`config.mk`:
```
export PLATFORM = sky130hd
export DESIGN_NAME = rtos_delay_timer_queue
export DESIGN_NICKNAME = d
export VERILOG_FILES = /design/src/sv/rdtq_pkg.sv /design/src/sv/rdtq_alu.sv /design/src/sv/rdtq_store.sv /design/src/sv/rtos_delay_timer_queue.sv
export VERILOG_INCLUDE_DIRS = /design/src /design/src/sv
export SDC_FILE = /design/constraint.sdc
export NUM_CORES = 2
export LEC_CHECK = 0
export ABC_AREA = 1
export BUFFER_PORTS_ARGS = -buffer_cell sky130_fd_sc_hd__clkbuf_2
export CAP_MARGIN = 10
export CORE_MARGIN = 8
export CORE_UTILIZATION = 45
export CTS_CLUSTER_DIAMETER = 200
export DETAILED_ROUTE_END_ITERATION = 6
export PLACE_DENSITY = 0.65
export SLEW_MARGIN = 20
export SYNTH_ARGS = -nofsm -noshare
export SYNTH_HDL_FRONTEND = slang
export SYNTH_SLANG_ARGS = --single-unit
```
`constraint.sdc`:
```
create_clock -name clk -period 6.6 [get_ports clk]
set_clock_uncertainty 0.1 [all_clocks]
set_input_delay 1.32 -clock clk [delete_from_list [all_inputs] [get_ports clk]]
set_output_delay 1.32 -clock clk [all_outputs]
set_load 0.02 [all_outputs]
```
`src/sv/rtos_delay_timer_queue_defines.svh`:
```
// Assertion macros shared by the delay timer queue RTL.
`ifndef RTOS_DELAY_TIMER_QUEUE_DEFINES_SVH
`define RTOS_DELAY_TIMER_QUEUE_DEFINES_SVH

// Check on every clock edge once reset has been released.
`define RDTQ_ASSERT(label, prop, msg) \
    label: assert property (@(posedge clk) disable iff (!rst_n) (prop)) \
        else $error(msg);

// Check on every clock edge, including edges while reset is held.
`define RDTQ_ASSERT_ALWAYS(label, prop, msg) \
    label: assert property (@(posedge clk) (prop)) else $error(msg);

`endif

```
`src/sv/rdtq_pkg.sv`:
```
// Shared types, codes and constants for the delay timer queue.
`default_nettype none

package rdtq_pkg;

    localparam int QUEUE_DEPTH_DEF = 16;
    localparam int TIME_W          = 48;
    localparam int LO_W            = 32;
    localparam int TASK_W          = 8;
    localparam int DELAY_W         = 32;
    localparam int INC_W           = 16;
    localparam int MAX_WAKE        = 16;
    localparam int WAKE_CNT_W      = 5;

    typedef logic [TIME_W-1:0] time_t;
    typedef logic [TASK_W-1:0] tid_t;

    typedef struct packed {
        time_t wake_time;
        tid_t  task_id;
    } entry_t;

    typedef enum logic [1:0] {
        ACT_TICK  = 2'd0,
        ACT_DELAY = 2'd1,
        ACT_SET   = 2'd2,
        ACT_NONE  = 2'd3
    } action_t;

    typedef enum logic [2:0] {
        KIND_NO_WAKE = 3'd0,
        KIND_WOKEN   = 3'd1,
        KIND_QUEUED  = 3'd2,
        KIND_REJECT  = 3'd3,
        KIND_SET     = 3'd4,
        KIND_FULL    = 3'd5
    } kind_t;

    typedef enum logic [2:0] {
        ST_IDLE,
        ST_TICK_ADD,
        ST_WAKE_RD,
        ST_WAKE_CMP,
        ST_DLY_ADD,
        ST_INS_RD,
        ST_INS_CMP,
        ST_EMIT
    } state_t;

endpackage

`default_nettype wire

```
`src/sv/rdtq_alu.sv`:
```
// Shared time unit: 48-bit add with low-word carry, and unsigned greater-than.
`default_nettype none

module rdtq_alu (
    input  rdtq_pkg::time_t a,
    input  rdtq_pkg::time_t b,
    output rdtq_pkg::time_t sum,
    output logic            gt
);

    localparam int HI_W = rdtq_pkg::TIME_W - rdtq_pkg::LO_W;

    logic [rdtq_pkg::LO_W:0] lo_sum;
    logic [HI_W-1:0]         hi_sum;

    // only the low word of b is an addend; carry ripples into the high word
    assign lo_sum = {1'b0, a[rdtq_pkg::LO_W-1:0]} + {1'b0, b[rdtq_pkg::LO_W-1:0]};
    assign hi_sum = a[rdtq_pkg::TIME_W-1:rdtq_pkg::LO_W] + HI_W'(lo_sum[rdtq_pkg::LO_W]);
    assign sum    = {hi_sum, lo_sum[rdtq_pkg::LO_W-1:0]};
    assign gt     = (a > b);

endmodule

`default_nettype wire

```
`src/sv/rdtq_store.sv`:
```
// Queue entry memory: one write port, one registered read port.
`default_nettype none

module rdtq_store #(
    parameter  int DEPTH = rdtq_pkg::QUEUE_DEPTH_DEF,
    localparam int IDX_W = (DEPTH > 1) ? $clog2(DEPTH) : 1
) (
    input  logic               clk,
    input  logic               we,
    input  logic [IDX_W-1:0]   waddr,
    input  rdtq_pkg::entry_t   wdata,
    input  logic [IDX_W-1:0]   raddr,
    output rdtq_pkg::entry_t   rdata
);

    rdtq_pkg::entry_t mem [DEPTH];
    rdtq_pkg::entry_t rdata_reg;

    always_ff @(posedge clk)
    begin
        if (we)
        begin
            mem[waddr] <= wdata;
        end
    end

    always_ff @(posedge clk)
    begin
        rdata_reg <= mem[raddr];
    end

    assign rdata = rdata_reg;

endmodule

`default_nettype wire

```
`src/sv/rtos_delay_timer_queue.sv`:
```
// Top level: 48-bit system clock with a wake-time sorted delay queue.
//
//  channel | dir | handshake          | payload
//  cfg     | in  | cfg_valid/ready    | cfg_data: tick increment
//  s       | in  | s_tvalid/tready    | s_tuser: action; s_tdata: task, delay, time
//  m       | out | m_tvalid/tready    | m_tuser: kind, full; m_tdata: task, time
//
//  One word is in flight at a time; all time math goes through one shared adder/comparator.
//  Set-time, rejected delay and full-queue delay go straight to the emit state.
//  Tick: add the increment, then compare the head entry and wake it, repeated until a
//  later wake time, an empty queue or MAX_WAKE woken tasks. Delay: add the delay, then walk
//  back from the tail, moving each later entry up one slot, until a compare or the head ends the walk.
//  A full output register stalls the sequencer until m_tready; rst_n clears
//  the clock, the queue count and the tick increment (back to 1) at once.
`default_nettype none
`include "rtos_delay_timer_queue_defines.svh"

module rtos_delay_timer_queue #(
    parameter int QUEUE_DEPTH = rdtq_pkg::QUEUE_DEPTH_DEF
) (
    input  logic        clk,
    input  logic        rst_n,
    input  logic        cfg_valid,
    output logic        cfg_ready,
    input  logic [15:0] cfg_data,
    input  logic        s_tvalid,
    output logic        s_tready,
    input  logic [87:0] s_tdata,   // task_id[7:0], delay[39:8], new_time[87:40]
    input  logic [1:0]  s_tuser,   // action[1:0]
    output logic        m_tvalid,
    input  logic        m_tready,
    output logic [55:0] m_tdata,   // task_id_res[7:0], current_time[55:8]
    output logic [3:0]  m_tuser,   // kind[2:0], queue_full[3]
    output logic        m_tlast
);

    localparam int IDX_W = (QUEUE_DEPTH > 1) ? $clog2(QUEUE_DEPTH) : 1;
    localparam int CNT_W = $clog2(QUEUE_DEPTH + 1);
    localparam int SUM_W = CNT_W + 1;
    localparam int NW    = rdtq_pkg::WAKE_CNT_W;

    // physical slot of a logical queue position, ring starting at head
    function automatic logic [IDX_W-1:0] phys_idx(input logic [IDX_W-1:0] head,
                                                  input logic [CNT_W-1:0] off);
        logic [SUM_W-1:0] s;
        s = SUM_W'(head) + SUM_W'(off);
        if (s >= SUM_W'(QUEUE_DEPTH))
        begin
            s = s - SUM_W'(QUEUE_DEPTH);
        end
        return s[IDX_W-1:0];
    endfunction

    rdtq_pkg::state_t state_reg, state_next;
    rdtq_pkg::time_t  clock_reg, clock_next;
    rdtq_pkg::time_t  wake_reg, wake_next;
    logic [CNT_W-1:0] count_reg, count_next;
    logic [CNT_W-1:0] k_reg, k_next;
    logic [IDX_W-1:0] head_reg, head_next;
    logic [NW-1:0]    n_reg, n_next;
    logic             pend_reg, pend_next;
    rdtq_pkg::kind_t  res_kind_reg, res_kind_next;
    rdtq_pkg::tid_t   res_task_reg, res_task_next;
    logic [30:0]      delay_reg, delay_next;
    logic [rdtq_pkg::INC_W-1:0] inc_reg;

    logic             m_tvalid_reg;
    rdtq_pkg::kind_t  m_kind_reg;
    rdtq_pkg::tid_t   m_task_reg;
    rdtq_pkg::time_t  m_time_reg;
    logic             m_last_reg;

    logic             out_free;
    logic             out_load;
    rdtq_pkg::kind_t  out_kind;
    rdtq_pkg::tid_t   out_task;
    logic             out_last;

    logic             mem_we;
    logic [IDX_W-1:0] mem_waddr;
    logic [IDX_W-1:0] mem_raddr;
    rdtq_pkg::entry_t mem_wdata;
    rdtq_pkg::entry_t mem_rdata;

    rdtq_pkg::time_t  alu_a, alu_b, alu_sum;
    logic             alu_gt;

    rdtq_pkg::action_t in_action;
    rdtq_pkg::tid_t    in_task;
    logic [rdtq_pkg::DELAY_W-1:0] in_delay;
    rdtq_pkg::time_t   in_time;
    logic [IDX_W-1:0]  head_adv;

    logic             at_wake_cmp;
    logic             at_count_step;
    logic             at_clock_step;

    assign in_action = rdtq_pkg::action_t'(s_tuser);
    assign in_task   = s_tdata[7:0];
    assign in_delay  = s_tdata[39:8];
    assign in_time   = s_tdata[87:40];

    assign head_adv  = (head_reg == IDX_W'(QUEUE_DEPTH - 1)) ? '0 : head_reg + 1'b1;
    assign out_free  = !m_tvalid_reg || m_tready;

    rdtq_alu u_alu (
        .a   (alu_a),
        .b   (alu_b),
        .sum (alu_sum),
        .gt  (alu_gt)
    );

    rdtq_store #(
        .DEPTH (QUEUE_DEPTH)
    ) u_store (
        .clk   (clk),
        .we    (mem_we),
        .waddr (mem_waddr),
        .wdata (mem_wdata),
        .raddr (mem_raddr),
        .rdata (mem_rdata)
    );

    always_ff @(posedge clk or negedge rst_n)
    begin
        if (!rst_n)
        begin
            state_reg <= rdtq_pkg::ST_IDLE;
            clock_reg <= '0;
            count_reg <= '0;
            head_reg  <= '0;
            k_reg     <= '0;
            n_reg     <= '0;
            pend_reg  <= 1'b0;
            inc_reg   <= rdtq_pkg::INC_W'(1);
        end
        else
        begin
            state_reg <= state_next;
            clock_reg <= clock_next;
            count_reg <= count_next;
            head_reg  <= head_next;
            k_reg     <= k_next;
            n_reg     <= n_next;
            pend_reg  <= pend_next;
            if (cfg_valid && cfg_ready)
            begin
                inc_reg <= cfg_data;
            end
        end
    end

    always_ff @(posedge clk)
    begin
        wake_reg     <= wake_next;
        res_kind_reg <= res_kind_next;
        res_task_reg <= res_task_next;
        delay_reg    <= delay_next;
    end

    always_comb
    begin
        state_next    = state_reg;
        clock_next    = clock_reg;
        wake_next     = wake_reg;
        count_next    = count_reg;
        k_next        = k_reg;
        head_next     = head_reg;
        n_next        = n_reg;
        pend_next     = pend_reg;
        res_kind_next = res_kind_reg;
        res_task_next = res_task_reg;
        delay_next    = delay_reg;
        mem_we        = 1'b0;
        mem_waddr     = head_reg;
        mem_raddr     = head_reg;
        mem_wdata     = '{wake_time: wake_reg, task_id: res_task_reg};
        alu_a         = clock_reg;
        alu_b         = '0;
        out_load      = 1'b0;
        out_kind      = res_kind_reg;
        out_task      = res_task_reg;
        out_last      = 1'b1;

        unique case (state_reg)
            rdtq_pkg::ST_IDLE:
            begin
                if (s_tvalid)
                begin
                    unique case (in_action)
                        rdtq_pkg::ACT_TICK:
                        begin
                            state_next = rdtq_pkg::ST_TICK_ADD;
                        end
                        rdtq_pkg::ACT_DELAY:
                        begin
                            res_task_next = in_task;
                            delay_next    = in_delay[30:0];
                            if (in_delay[rdtq_pkg::DELAY_W-1])
                            begin
                                res_kind_next = rdtq_pkg::KIND_REJECT;
                                res_task_next = '0;
                                state_next    = rdtq_pkg::ST_EMIT;
                            end
                            else if (count_reg == CNT_W'(QUEUE_DEPTH))
                            begin
                                res_kind_next = rdtq_pkg::KIND_FULL;
                                res_task_next = '0;
                                state_next    = rdtq_pkg::ST_EMIT;
                            end
                            else
                            begin
                                state_next = rdtq_pkg::ST_DLY_ADD;
                            end
                        end
                        rdtq_pkg::ACT_SET:
                        begin
                            clock_next    = in_time;
                            res_kind_next = rdtq_pkg::KIND_SET;
                            res_task_next = '0;
                            state_next    = rdtq_pkg::ST_EMIT;
                        end
                        rdtq_pkg::ACT_NONE:
                        begin
                            state_next = rdtq_pkg::ST_IDLE;
                        end
                    endcase
                end
            end

            rdtq_pkg::ST_TICK_ADD:
            begin
                alu_b      = rdtq_pkg::time_t'(inc_reg);
                clock_next = alu_sum;
                n_next     = '0;
                pend_next  = 1'b0;
                state_next = rdtq_pkg::ST_WAKE_RD;
            end

            rdtq_pkg::ST_WAKE_RD:
            begin
                if (count_reg != '0 && n_reg != NW'(rdtq_pkg::MAX_WAKE))
                begin
                    state_next = rdtq_pkg::ST_WAKE_CMP;
                end
                else
                begin
                    res_kind_next = pend_reg ? rdtq_pkg::KIND_WOKEN : rdtq_pkg::KIND_NO_WAKE;
                    res_task_next = pend_reg ? res_task_reg : '0;
                    state_next    = rdtq_pkg::ST_EMIT;
                end
            end

            rdtq_pkg::ST_WAKE_CMP:
            begin
                alu_a = mem_rdata.wake_time;
                alu_b = clock_reg;
                if (alu_gt)
                begin
                    res_kind_next = pend_reg ? rdtq_pkg::KIND_WOKEN : rdtq_pkg::KIND_NO_WAKE;
                    res_task_next = pend_reg ? res_task_reg : '0;
                    state_next    = rdtq_pkg::ST_EMIT;
                end
                else if (!pend_reg || out_free)
                begin
                    // release the previous wake as non-final, hold this one back
                    out_load      = pend_reg;
                    out_kind      = rdtq_pkg::KIND_WOKEN;
                    out_last      = 1'b0;
                    res_task_next = mem_rdata.task_id;
                    pend_next     = 1'b1;
                    head_next     = head_adv;
                    count_next    = count_reg - 1'b1;
                    n_next        = n_reg + 1'b1;
                    state_next    = rdtq_pkg::ST_WAKE_RD;
                end
            end

            rdtq_pkg::ST_DLY_ADD:
            begin
                alu_b      = rdtq_pkg::time_t'(delay_reg);
                wake_next  = alu_sum;
                k_next     = count_reg;
                state_next = rdtq_pkg::ST_INS_RD;
            end

            rdtq_pkg::ST_INS_RD:
            begin
                if (k_reg == '0)
                begin
                    mem_we        = 1'b1;
                    mem_waddr     = phys_idx(head_reg, k_reg);
                    count_next    = count_reg + 1'b1;
                    res_kind_next = rdtq_pkg::KIND_QUEUED;
                    state_next    = rdtq_pkg::ST_EMIT;
                end
                else
                begin
                    mem_raddr  = phys_idx(head_reg, k_reg - 1'b1);
                    state_next = rdtq_pkg::ST_INS_CMP;
                end
            end

            rdtq_pkg::ST_INS_CMP:
            begin
                alu_a     = mem_rdata.wake_time;
                alu_b     = wake_reg;
                mem_we    = 1'b1;
                mem_waddr = phys_idx(head_reg, k_reg);
                if (alu_gt)
                begin
                    // later entry moves up one slot
                    mem_wdata  = mem_rdata;
                    k_next     = k_reg - 1'b1;
                    state_next = rdtq_pkg::ST_INS_RD;
                end
                else
                begin
                    count_next    = count_reg + 1'b1;
                    res_kind_next = rdtq_pkg::KIND_QUEUED;
                    state_next    = rdtq_pkg::ST_EMIT;
                end
            end

            rdtq_pkg::ST_EMIT:
            begin
                if (out_free)
                begin
                    out_load   = 1'b1;
                    state_next = rdtq_pkg::ST_IDLE;
                end
            end

            default:
            begin
                state_next = rdtq_pkg::ST_IDLE;
            end
        endcase
    end

    always_ff @(posedge clk or negedge rst_n)
    begin
        if (!rst_n)
        begin
            m_tvalid_reg <= 1'b0;
        end
        else if (out_load)
        begin
            m_tvalid_reg <= 1'b1;
        end
        else if (m_tready)
        begin
            m_tvalid_reg <= 1'b0;
        end
    end

    always_ff @(posedge clk)
    begin
        if (out_load)
        begin
            m_kind_reg <= out_kind;
            m_task_reg <= out_task;
            m_time_reg <= clock_reg;
            m_last_reg <= out_last;
        end
    end

    assign cfg_ready = 1'b1;
    assign s_tready  = (state_reg == rdtq_pkg::ST_IDLE);
    assign m_tvalid  = m_tvalid_reg;
    assign m_tdata   = {m_time_reg, m_task_reg};
    assign m_tuser   = {(m_kind_reg == rdtq_pkg::KIND_FULL), m_kind_reg};
    assign m_tlast   = m_last_reg;

    assign at_wake_cmp   = (state_reg == rdtq_pkg::ST_WAKE_CMP);
    assign at_count_step = at_wake_cmp || (state_reg == rdtq_pkg::ST_INS_RD) ||
                           (state_reg == rdtq_pkg::ST_INS_CMP);
    assign at_clock_step = (state_reg == rdtq_pkg::ST_TICK_ADD) ||
                           (state_reg == rdtq_pkg::ST_IDLE);

    `RDTQ_ASSERT_ALWAYS(a_count_bound, !rst_n || count_reg <= CNT_W'(QUEUE_DEPTH), "count high")
    `RDTQ_ASSERT(a_head_step, (head_reg != $past(head_reg)) |-> $past(at_wake_cmp), "head moved")
    `RDTQ_ASSERT(a_count_src, (count_reg != $past(count_reg)) |-> $past(at_count_step), "bad count")
    `RDTQ_ASSERT(a_clock_src, (clock_reg != $past(clock_reg)) |-> $past(at_clock_step), "bad clock")
    `RDTQ_ASSERT(a_wake_limit, n_reg <= NW'(rdtq_pkg::MAX_WAKE), "too many wakes in one tick")

endmodule

`default_nettype wire

```
### Word-level counts from Yosys, hierarchy flattened

Memory sizes are Yosys's and may differ from the RTL's. A register that Yosys moved wholly into a read port is not among the register bits.
Index checks and enable logic that the tools add are counted.

* flip-flop bits (word level): 238
* latch bits: 0
* memory bits (writable): 896
* memory bits (read-only): 0
* input port bits: 111
* output and inout port bits: 64
* word-level logic and storage cells: 159
* memories kept: 1

* $add $sub $neg: 11
* multiply operators: 0
* divide/modulo/power cells: 0
* magnitude comparators: 3
* eq/ne operators: 27
* shift operators: 0
* muxes and demuxes: 71
* bitwise gates (word level): 2
* reductions and logical operators: 27

Memories
* u_store.mem: words 16, bits a word 56, rd ports 1, clocked after Yosys merged registers in 1, write ports 1, line rdtq_store.sv:16 `rdtq_pkg::entry_t mem [DEPTH];`

Operators with widths (count)
* $pmux W48 S4: 1
* $mux W48: 3
* $mux W56: 2
* $pmux W48 S2: 1
* $mux W8: 7
* $gt A48 B48 Y1: 1
* $mux W3: 15
* $mux W5: 7
* $add A32 B32 Y33: 1
* $mux W4: 6
* $pmux W3 S8: 1
* $pmux W8 S3: 1
* $pmux W5 S2: 2
* $add A16 B1 Y16: 1
* $ne A2 B2 Y1 const B: 8
* $pmux W8 S2: 1
* $eq A3 B3 Y1 const B: 5
* $pmux W3 S5: 1
* $pmux W5 S3: 1
* $reduce_and A3 Y1: 5
* $mux W1: 13
* $add A4 B5 Y6: 2
* $ge A6 B5 Y1 const B: 2
* $pmux W3 S4: 1
* other kinds (33): 53

### Logic depth before layout (Yosys ltp)

* word-level depth: 7
* gate-level depth with buffers: 32

### Modules after synthesis

Synthesis repeated with hierarchy kept, for this count alone.

* cell total of the unflattened synthesis: 5655
* area, all modules: 55301.8 um^2

Modules (own cells, without submodules)
* rdtq_store: instances 1, cells an instance 3690, area each 39705.6 um^2
* rtos_delay_timer_queue: instances 1, cells an instance 1259, area each 11653.7 um^2
* rdtq_alu: instances 1, cells an instance 706, area each 3942.5 um^2

### Worst setup path before layout

OpenSTA, ideal clock, no wires.

* path type: register to register
* start point: reg state_reg[1]
* end point: reg m_kind_reg[0] (enable)
* library setup time: 0.424 ns
* arrival: 5.349 ns
* required time: 6.076 ns
* path slack: 0.727 ns
* stages on the path, launching flop included: 18
* path buffers: 1
* cell sequence: dfrtp_1 -> nor2_1 -> inv_1 -> nor2_1 -> clkbuf_1 -> nand2_1 -> o21ai_0 -> a21oi_1 -> ha_1 -> nand4_1 -> nor2_1 -> nand3_1 -> nor2_1 -> nand2_1 -> nand2_1 -> nand2_1 -> o21ai_0 -> and2_1

* word-level cells in the longest chain between the ends: 6
* elaborated cells on any way between the ends: 11

Ends and longest elaborated chain
* start: declaration: line rtos_delay_timer_queue.sv:54 `rdtq_pkg::state_t state_reg, state_next;`
* start signal: assignment: line rtos_delay_timer_queue.sv:128 `state_reg <= rdtq_pkg::ST_IDLE;`
* start signal: assignment: line rtos_delay_timer_queue.sv:139 `state_reg <= state_next;`
* $eq A3 B2 Y1 / $eq A3 B3 Y1 (equally long branches): line rtos_delay_timer_queue.sv:185 `unique case (state_reg)`
* $reduce_or A2 Y1 (no line)
* $mux W48: line rtos_delay_timer_queue.sv:185
* $gt A48 B48 Y1: line rdtq_alu.sv:20 `assign gt = (a > b);`
* $mux W1: line rtos_delay_timer_queue.sv:258 `if (alu_gt)`
* $pmux W1 S2 (*): line rtos_delay_timer_queue.sv:185
* net out_load: line rtos_delay_timer_queue.sv:74 `logic out_load;`
* end signal: assignment: line rtos_delay_timer_queue.sv:361 `m_kind_reg <= out_kind;`
* end: declaration: line rtos_delay_timer_queue.sv:68 `rdtq_pkg::kind_t m_kind_reg;`

The timed path passes the listed nets; every way through them passes the cells marked *.
A chain may end at the register's enable or synchronous reset.

### Worst setup path in the final report

* start point: reg state_reg[2]
* end point: reg m_time_reg[13] (enable)

* word-level cells in the longest chain between the ends: 6
* elaborated cells on any way between the ends: 11

Ends and longest elaborated chain
* $eq A3 B2 Y1 / $eq A3 B3 Y1 (equally long branches): line rtos_delay_timer_queue.sv:185
* $reduce_or A2 Y1 (no line)
* $mux W48: line rtos_delay_timer_queue.sv:185
* $gt A48 B48 Y1: line rdtq_alu.sv:20
* $mux W1: line rtos_delay_timer_queue.sv:258
* $pmux W1 S2 (*): line rtos_delay_timer_queue.sv:185
* net out_load: line rtos_delay_timer_queue.sv:74
* end signal: assignment: line rtos_delay_timer_queue.sv:363 `m_time_reg <= clock_reg;`
* end: declaration: line rtos_delay_timer_queue.sv:70 `rdtq_pkg::time_t m_time_reg;`

Marked as above.

==> impl_metrics.yaml <==
run_status:
  status: "complete, no violations"
clock_network:
  cts_tree: "done"
  cts_buffer_depth: 3
  cts_setup_buffers: 0
  cts.repair.resized: 0
  clock_sinks: 1190
  numCtsBuffers: 112
  clk_latency_ps: 700
  cts_hold_buf: 0
  root_buffer: "clkbuf_16"
  clkTransAtPathRegs_ps: 70
  h-tree-depth: 3
synth:
  synth_mux_area_share_pct: 0.561
  synthSimpleGateAreaFrac_pct: 10.6
  synth_area_um2: 52200
  synth.area.top_cells: "edfxtp_1 60%, o211ai_1 5.7%, nand2_1 5.4%"
  synthesis.nets: 4812
  synthArstFlopShare_pct: 7.39
  ys_seq_area_share_pct: 66.6
  synth-edff-count: 1046
  synthXorXnorAreaFrac_pct: 0.652
  synth_top_family_by_area: "compound AO/OA/AOI/OAI gates"
  ys_warn_count: 0
  netlist-cell-type-count: 53
  ys_ff_latch: 1190
  yosysTopAreaCell: "edfxtp_1"
  yosysTopAreaCellShare_pct: 60.2
  ys.flop_type: "edfxtp_1"
  synth_compound_area_share_pct: 13.0
  synthCells: 4596
  synth_area_per_cell_um2: 11.4
  synthAdderAreaFrac_pct: 2.58
global_routing:
  grt_max_degree: 175
  grt_pass1_vias: 34100
  antenna_found_initial: 2
  grt_pass1_wl_mm: 217
  track_usage_pct: 22.3
  grt_overflow: 0
detailed_routing:
  wl_mm: 146
  drt_first_pass_iters: 6
  viasPerCell: 5.61
  postRouteAntennaNets: 0
  num_vias: 35800
  drc: 0
  wl_per_cell_um: 22.9
  drtIter0Drc: 3846
final_layout:
  layout-drive-gt1-share_pct: 11.6
  synthToLayoutAreaGrowth_pct: 13.2
  final_nets: 4968
  largest_register_ffs: 896
  finalNonFillerCells: 6376
  fillers: 9839
worst_setup_path:
  critPathArrivalTime_ps: 5770
  cp-start-kind: "register"
  cp_max_fo: 48
  critPathCaptureType: "register"
  path_class: "reg2reg"
  worstPathRequired_ps: 6880
place:
  place_hpwl_mm: 86.6
  pre_cts_slack_ps: 1200
  gp_congestion: 0.950
  dp.cells: 6161
  io_buffer_count: 173
timing:
  whs_ps: 346
  worst_pin_slew_ps: 1090
  tns_ps: 0
  rsz0062_at_grt: "false"
  slew_violations: 0
  finalSetupViolCount: 0
  setup_ws_ps: 1100
  max_freq_ghz: 0.182
  maxSlewHeadroom_pct: 27.3
  finalCritPeriodShare_pct: 83.3
  fin_crit_ps: 5500
  hold_violations: 0
hold_path:
  hp-class: "reg2reg"
pwr:
  p_leak_nw: 22.2
  power_density_nw_per_um2: 547
  fin_total_pwr_mw: 32.3
  peakVddDrop_mv: 0.605
floorplanning:
  start_util_pct: 45.1
  die_area_um2: 127000
  num_rows: 125
  core_um2: 116000
  boundaryPins: 175
  die_y_um: 357
  die_x_um: 357
flow_run:
  maxCapViolations: 0
[synthesized netlist by cell type (27+ instances only)]
cell and instances:
ha_1 101, inv_1 507, clkbuf_1 89, buf_2 118, dfrtp_1 87, o21ai_1 77
edfxtp_1 1046, nand3_1 201, nand2_1 751, nor2_1 360, a21oi_1 84, dfxtp_1 56
xor2_1 27, o211ai_1 393, o21ai_0 449, o22ai_1 30
[stage by stage]
stage / utilization [%] / area [um^2]
2_1_floorplan: - / 52200
4_1_cts: 51.1 / 59000
3_3_place_gp: 47.6 / 55000
3_5_place_dp: 47.6 / 55000
5_1_grt: 51.1 / 59000
6_report: 51.1 / 59100
[final timing paths]
| check | from | end | slack [ps] | cells past startpoint |
|---|---|---|---|---|
| min in group asynchronous | rst_n | n_reg[4]$_DFFE_PN0P_ | 540 | 1 |
| min | clock_reg[35]$_DFFE_PN0P_ | m_time_reg[35]$_DFFE_PP_ | 350 | 0 |
| max in group asynchronous | rst_n | clock_reg[13]$_DFFE_PN0P_ | 4700 | 2 |
| max reg2reg | state_reg[2]$_DFFE_PN0P_ | m_time_reg[13]$_DFFE_PP_ | 1100 | 15 |
| max | state_reg[2]$_DFFE_PN0P_ | m_time_reg[13]$_DFFE_PP_ | 1100 | 15 |
| min reg2reg | clock_reg[35]$_DFFE_PN0P_ | m_time_reg[35]$_DFFE_PP_ | 350 | 0 |
[power breakdown]
part           switching, mW  total [mW]  internal, mW
logic                   10.1        14.1          3.98
clock network           2.84        6.88          4.04
registers              0.708        11.4          10.7
total                   13.6        32.3          18.7
[routing by layer]
layer	global-route usage, %	vias to the layer above	part of all wire [%]	wire length (um)
li1	-	16500	-	-
met1	31.6	17500	43	62800
met2	35.9	1500	46	67400
met3	3.39	238	8.3	12200
met4	6.32	2	2.6	3760
met5	0	-	0.0055	8
[layout make-up]
class	count	area (um^2)	share of cell area (%)
Multi-Input combinational cell	2644	14500	24.6
Antenna cell	1	2.50	0.00424
Inverter	519	1960	3.31
Clock inverter	73	916	1.55
Clock buffer	140	3060	5.18
Sequential cell	1190	34700	58.8
Timing Repair Buffer	285	1950	3.30
Tap cell	1524	1910	3.23
[critical path, stage by stage (launching register included)]
cell,delay [ps]
dfrtp_1,460
inv_2,220
nand2_4,250
nand2_4,520
mux2_2,420
ha_1,380
inv_1,100
nor3_1,510
nand3_1,290
nor2_1,160
nand2_1,100
nand2_1,270
nand2_1,110
o21ai_0,240
and2_2,570
buf_12,310
[cell families after synthesis]
| kind of cell | after synthesis |
|---|---|
| XOR/XNOR | 38 |
| AO/OA/AOI/OAI | 1107 |
| AND/OR/NAND/NOR | 1367 |
| other | 1 |
| multiplexers | 26 |
| adder cells (fa/ha/maj) | 105 |
| buffers and inverters | 762 |
| flip-flops | 1190 |
[cell usage in the layout (no fill, tap or decap), types with 17 or more instances in the layout]
cell / synthesis / layout
bufinv_16: 0 / 19
dfrtp_1: 87 / 87
buf_4: 20 / 95
inv_1: 507 / 506
a21oi_1: 84 / 84
nand3_1: 201 / 201
o21ai_0: 449 / 448
clkbuf_16: 0 / 113
o211ai_1: 393 / 393
nor2_4: 1 / 20
ha_1: 101 / 101
o22ai_1: 30 / 30
mux2_2: 26 / 26
dfxtp_1: 56 / 56
clkbuf_2: 0 / 172
nor2_1: 360 / 341
o21ai_1: 77 / 78
clkinv_1: 3 / 17
clkinv_2: 0 / 22
nand2_1: 751 / 751
edfxtp_1: 1046 / 1046
xor2_1: 27 / 26
Power figures use the tool's default switching activity.
